$ cat src/sv/etf_pkg.sv
`timescale 1ns / 1ps
`default_nettype none
package etf_pkg;

   localparam int FRAC_BITS  = 28;
   localparam int COORD_BITS = 12;
   localparam int ITER_BITS  = 16;
   localparam int WORD_BITS  = 32;
   localparam int SIZE_BITS  = COORD_BITS + 1;
   // magnitude of pixel * span
   localparam int NUM_BITS   = COORD_BITS + WORD_BITS + 1;
   localparam int STEP_BITS  = $clog2(NUM_BITS + 1);
   localparam int SUM_BITS   = 48;

   localparam logic [1:0] MODE_MANDEL = 2'd0;
   localparam logic [1:0] MODE_JULIA  = 2'd1;
   localparam logic [1:0] MODE_SHIP   = 2'd2;

   localparam longint JULIA_CR_L = ((64'sd57 <<< FRAC_BITS) + 64'sd100) / 64'sd200;
   localparam longint JULIA_CI_L = ((64'sd1 <<< FRAC_BITS) + 64'sd50) / 64'sd100;
   localparam logic signed [WORD_BITS-1:0] JULIA_CR = WORD_BITS'(JULIA_CR_L);
   localparam logic signed [WORD_BITS-1:0] JULIA_CI = WORD_BITS'(JULIA_CI_L);

   // |z|^2 >= 4.0 on the exact 2F-fraction product sum
   localparam logic [63:0] ESCAPE_MAG = 64'd1 << (2 * FRAC_BITS + 2);

   typedef enum logic [2:0] {
      CSR_X_MIN,
      CSR_X_MAX,
      CSR_Y_MIN,
      CSR_Y_MAX,
      CSR_WIDTH,
      CSR_HEIGHT,
      CSR_MAX_ITER,
      CSR_MODE
   } csr_index_type;

   typedef enum logic [2:0] {
      ST_IDLE,
      ST_SCALE,
      ST_LOAD,
      ST_DIV,
      ST_MAP,
      ST_ITER_MUL,
      ST_ITER_UPD,
      ST_DONE
   } state_type;

   typedef struct packed {
      logic [SIZE_BITS-1:0] rem;
      logic [NUM_BITS-1:0]  acc;
      logic [SIZE_BITS-1:0] dvsr;
      logic                 neg;
   } div_state_type;

   function automatic logic signed [WORD_BITS-1:0] sat_word(
      input logic signed [SUM_BITS-1:0] v);
      logic signed [SUM_BITS-1:0] hi;
      logic signed [SUM_BITS-1:0] lo;
      hi = SUM_BITS'(64'sd2147483647);
      lo = -SUM_BITS'(64'sd2147483648);
      if (v > hi) begin
         return hi[WORD_BITS-1:0];
      end else if (v < lo) begin
         return lo[WORD_BITS-1:0];
      end else begin
         return v[WORD_BITS-1:0];
      end
   endfunction

endpackage
`default_nettype wire

$ cat src/sv/etf_div_cell.sv
`timescale 1ns / 1ps
`default_nettype none
// one restoring division step per cycle
module etf_div_cell (
   input  wire                         clock,
   input  wire etf_pkg::div_state_type cell_in,
   output etf_pkg::div_state_type      cell_out
);
   import etf_pkg::*;

   div_state_type        cell_ff;
   div_state_type        cell_in_step;
   logic [SIZE_BITS:0]   trial;
   logic [SIZE_BITS:0]   diff;
   logic                 fits;

   always_comb begin
      trial = {cell_in.rem, cell_in.acc[NUM_BITS-1]};
      diff  = trial - {1'b0, cell_in.dvsr};
      fits  = trial >= {1'b0, cell_in.dvsr};
      cell_in_step      = cell_in;
      cell_in_step.rem  = fits ? diff[SIZE_BITS-1:0] : trial[SIZE_BITS-1:0];
      cell_in_step.acc  = {cell_in.acc[NUM_BITS-2:0], fits};
   end

   always_ff @(posedge clock) begin
      cell_ff <= cell_in_step;
   end

   assign cell_out = cell_ff;

endmodule
`default_nettype wire

$ cat config.mk
export PLATFORM = sky130hd
export DESIGN_NAME = etf_div_cell
export DESIGN_NICKNAME = d
export VERILOG_FILES = /design/src/sv/etf_pkg.sv /design/src/sv/etf_div_cell.sv
export SDC_FILE = /design/constraint.sdc
export NUM_CORES = 1
export LEC_CHECK = 0
export BUFFER_PORTS_ARGS = -buffer_cell sky130_fd_sc_hd__buf_2
export CORE_AREA = 3 3 78 80
export CTS_CLUSTER_SIZE = 40
export DETAILED_ROUTE_END_ITERATION = 8
export DIE_AREA = 0 0 81 83
export GPL_TIMING_DRIVEN = 1
export HOLD_SLACK_MARGIN = 0.05
export PLACE_DENSITY = 0.75
export SLEW_MARGIN = 20
export SYNTH_ARGS = -nofsm -noshare
export SYNTH_HDL_FRONTEND = slang
export SYNTH_SLANG_ARGS = --single-unit
export TNS_END_PERCENT = 20
$ cat constraint.sdc
create_clock -name clock -period 2.25 [get_ports clock]
set_input_delay 0.1125 -clock clock [delete_from_list [all_inputs] [get_ports clock]]
set_output_delay 0.1125 -clock clock [all_outputs]
set_load 0.02 [all_outputs]
# ---- Yosys cells after proc, flatten, opt, wreduce, memory -nomap -nowiden
# Cells that the tools add are included.
# Widths: inputs -> output; s select.
dict set report totals {
  wordCells 7
  out_inout_bits 72
  inputBits 73
  register_bits 72
}
dict set report classes {
  magnitude_cmp 1
  muxes 1
  n_addsub 1
}
# op n
set ops {}
lappend ops {{$ge 14x13->1} 1}
lappend ops {{$mux 13} 1}
lappend ops {{$sub 13x13->13} 1}

# ---- Longest topological paths before layout
dict set report depth {
  ltp_word 2
  depth_mapped 10
  depth_no_buf 9
}

# ---- Least setup slack after synthesis
# No wires, ideal clock.
dict set report synth_path {
  path_type {in2reg}
  from {input cell_in[58] (netlist bit)}
  to {register cell_ff, in the netlist cell_out[64]}
  cell_stages 10
  n_path_buf 1
  path_slack_ns 0.171
  t_arrival_ns 1.958
  setup_ns 0.121
  required_time_ns 2.129
  cell_sequence {inv_1 -> ha_1 -> fa_1 -> nand2b_1 -> a21oi_2 -> o21ai_2 -> a211oi_2 -> o32a_2 -> buf_12 -> mux2_4}
}
# item line_no
set synth_rtl {}
lappend synth_rtl {{start, declared} etf_div_cell.sv:6} ;# input wire etf_pkg::div_state_type cell_in,
lappend synth_rtl {{end signal, assigned} etf_div_cell.sv:27} ;# cell_ff <= cell_in_step;
lappend synth_rtl {{end, declared} etf_div_cell.sv:11} ;# div_state_type cell_ff;

==> results.cfg <==
[synthesis]
synth_area_mm2 = 0.00229
syn_nets = 267
syn-mean-instance-area_um2 = 12.7
ys_seq_elements = 72
synthCells = 180
ys_warn_count = 0
synth-edff-count = 0
ys_seq_area_frac = 0.629
synth.distinct_cells = 40
async_reset_ff_frac = 0
synthFlopType = dfxtp_1

[timing]
post-route-min-period_ns = 2.17
finalSetupViolations = 0
postLayoutSetupSlackWorst_ns = 0.0773
rsz0062_at_grt = false
fmax_mhz = 460
timing.final.crit_share = 0.966
timing.final.max_slew_violations = 0
holdWs_ns = 0.0647
max-slew-margin-rel = 0.751
worst_slew_pin_slew_ns = 0.371
hold_viol = 0

[pwr]
power_mw = 3.06
p_clk_frac = 0.305
powerDensity_mw_per_mm2 = 763
intPower_mw = 2.19
ir_drop_mv = 0.430
power_frac_comb = 0.234
p_switching_uw = 864
seq_power_share = 0.461
power.leakage_nw = 2.01
swShare = 0.283

[worst_setup_path]
start_kind = primary input
required_ns = 2.47
path_buf_inv = 4
crit_arrival_ns = 2.39
end_kind = flip-flop
path_class = in -> reg
crit_path_max_fanout = 5
critical_path.top_delay_family = buffers and inverters
cp_slowest_cell = dlygate4sd3_1
path_cells = dlygate4sd3_1 > buf_2 > inv_1 > ha_1 > o21ai_1 > a21oi_2 > o21ai_2 > a211oi_2 > o32a_2 > buf_4 > mux2_2
cpPeakStageDelay_ns = 0.52

[final_layout]
post_layout_nonfiller_instances = 484
drive_gt1_frac = 0.442
nets = 494
largest_reg_flops = 72
syn_to_final_growth_pct = 75.0
diodes = 0
stdcell_area_mm2 = 0.00401

[clock_network]
cts_setup_buffers = 0
tritoncts = built
clkTransAtPathRegs_ns = 0.08
clock_path_buffers = 2
cts-htree-levels = 3
numCtsBuffers = 9
cts-root-buf = clkbuf_8
cts_sinks = 72

[global_routing]
grt_pass1_wl_mm = 12.3
grt_pass1_vias = 2365
grt.total_usage = 0.243
grt_remaining_overflow = 0
grt_antenna_before_repair = 0
grt_max_degree = 13

[placement]
io_buffers = 144
post-dp-hpwl_mm = 4.94
post_dp_cell_area_mm2 = 0.00312
gp_congestion = 0.801
dp_cells = 399
pre_cts_ws_ns = -0.0319

[worst_hold_path]
hold_path_class = in -> reg

[drt]
drt_iter0_drc = 29
antenna_left = 0
wl_per_cell_um = 16.5
vias_per_cell = 4.53
finalWirelength_mm = 8.01
vias = 2193
dr.pass1.iters = 4
drc = 0

[job]
drv_cap = 0

[die]
die_h_um = 83
num_rows = 27
start_util = 0.419
io_pins = 145
die_w_um = 81
design.core.area_mm2 = 0.00547
die_area_mm2 = 0.00672

[outcome]
status = completed
## timing repair
item / in CTS / in global routing
hold endpoints to repair: 69 / 0
resized for setup: 0 / 4
hold buffers: 69 / 0
endpoints found under the setup margin: 0 / 11
## synthesized netlist by cell type (all sizes together), types with 2 or more instances
cell type	count	area, um^2
nand2b	3	18.8
dfxtp	72	1440
inv	15	56.3
nand3	2	10.0
nor2b	2	12.5
a211oi	3	27.5
mux2i	2	20.0
nor3	2	10.0
or2	2	12.5
nand2	4	15.0
nor2	8	30.0
ha	13	163
xor2	5	43.8
a21o	2	15.0
mux2	11	150
o21ai	6	33.8
xnor2	4	35.0
a21oi	9	48.8
## cell families (layout without fill, tap and decap cells)
logic type	Yosys count	after routing	synth area share
adders and majority gates	14	14	0.0797
muxes	13	13	0.0743
buffers and inverters	16	248	0.0333
AOI/OAI and AO/OA	26	26	0.0770
DFF	72	72	0.629
xor gates and xnor gates	9	9	0.0344
and+or+nand+nor	30	30	0.0721
## through the flow
stage           util  TNS, ns
2_1_floorplan      -        0
3_3_place_gp   0.571        0
3_5_place_dp   0.571   -0.226
4_1_cts        0.730        0
5_1_grt        0.733        0
6_report       0.733        0
## final timing paths
path	from	endpoint	slack [ns]	cells after the start
max	cell_in[4]	cell_out[71]$_DFF_P_	0.08	11
min	cell_in[58]	cell_out[59]$_DFF_P_	0.06	3
## layer usage
metal / GRT usage / vias up / share of wire
met4: 0.0952 / 0 / 0.040
li1: - / 1056 / -
met1: 0.257 / 1001 / 0.37
met3: 0.0889 / 30 / 0.092
met5: 0 / - / 0
met2: 0.428 / 106 / 0.50
## power by group through the flow
stage	Combinational [mW]	Sequential [mW]	Clock, mW
after floorplan	0.233	1.58	0
after global placement	0.591	1.43	0
after detailed placement	0.606	1.43	0
after CTS	0.703	1.41	0.946
after global routing	0.769	1.42	1.00
final	0.715	1.41	0.932
## area by class of cell
| cell class | count | area [um^2] |
|---|---|---|
| timing repair buffer | 217 | 1450 |
| tap | 72 | 90.1 |
| inverter | 15 | 56.3 |
| clock inverter | 4 | 27.5 |
| sequential | 72 | 1440 |
| clock buffer | 12 | 155 |
| multi-input combinational | 92 | 785 |
| fill | 369 | 1460 |
## cell usage in the layout (no fill, tap or decap), drive strengths merged, types with 3 or more instances in the layout
| cell type | instances |
|---|---|
| a211oi | 3 |
| a21oi | 9 |
| buf | 148 |
| clkbuf | 12 |
| clkinv | 3 |
| dfxtp | 72 |
| dlygate4sd3 | 69 |
| ha | 13 |
| inv | 16 |
| mux2 | 11 |
| nand2 | 4 |
| nand2b | 3 |
| nor2 | 8 |
| o21ai | 6 |
| xnor2 | 4 |
| xor2 | 5 |
No activity file was read; power rests on OpenSTA's default activity.
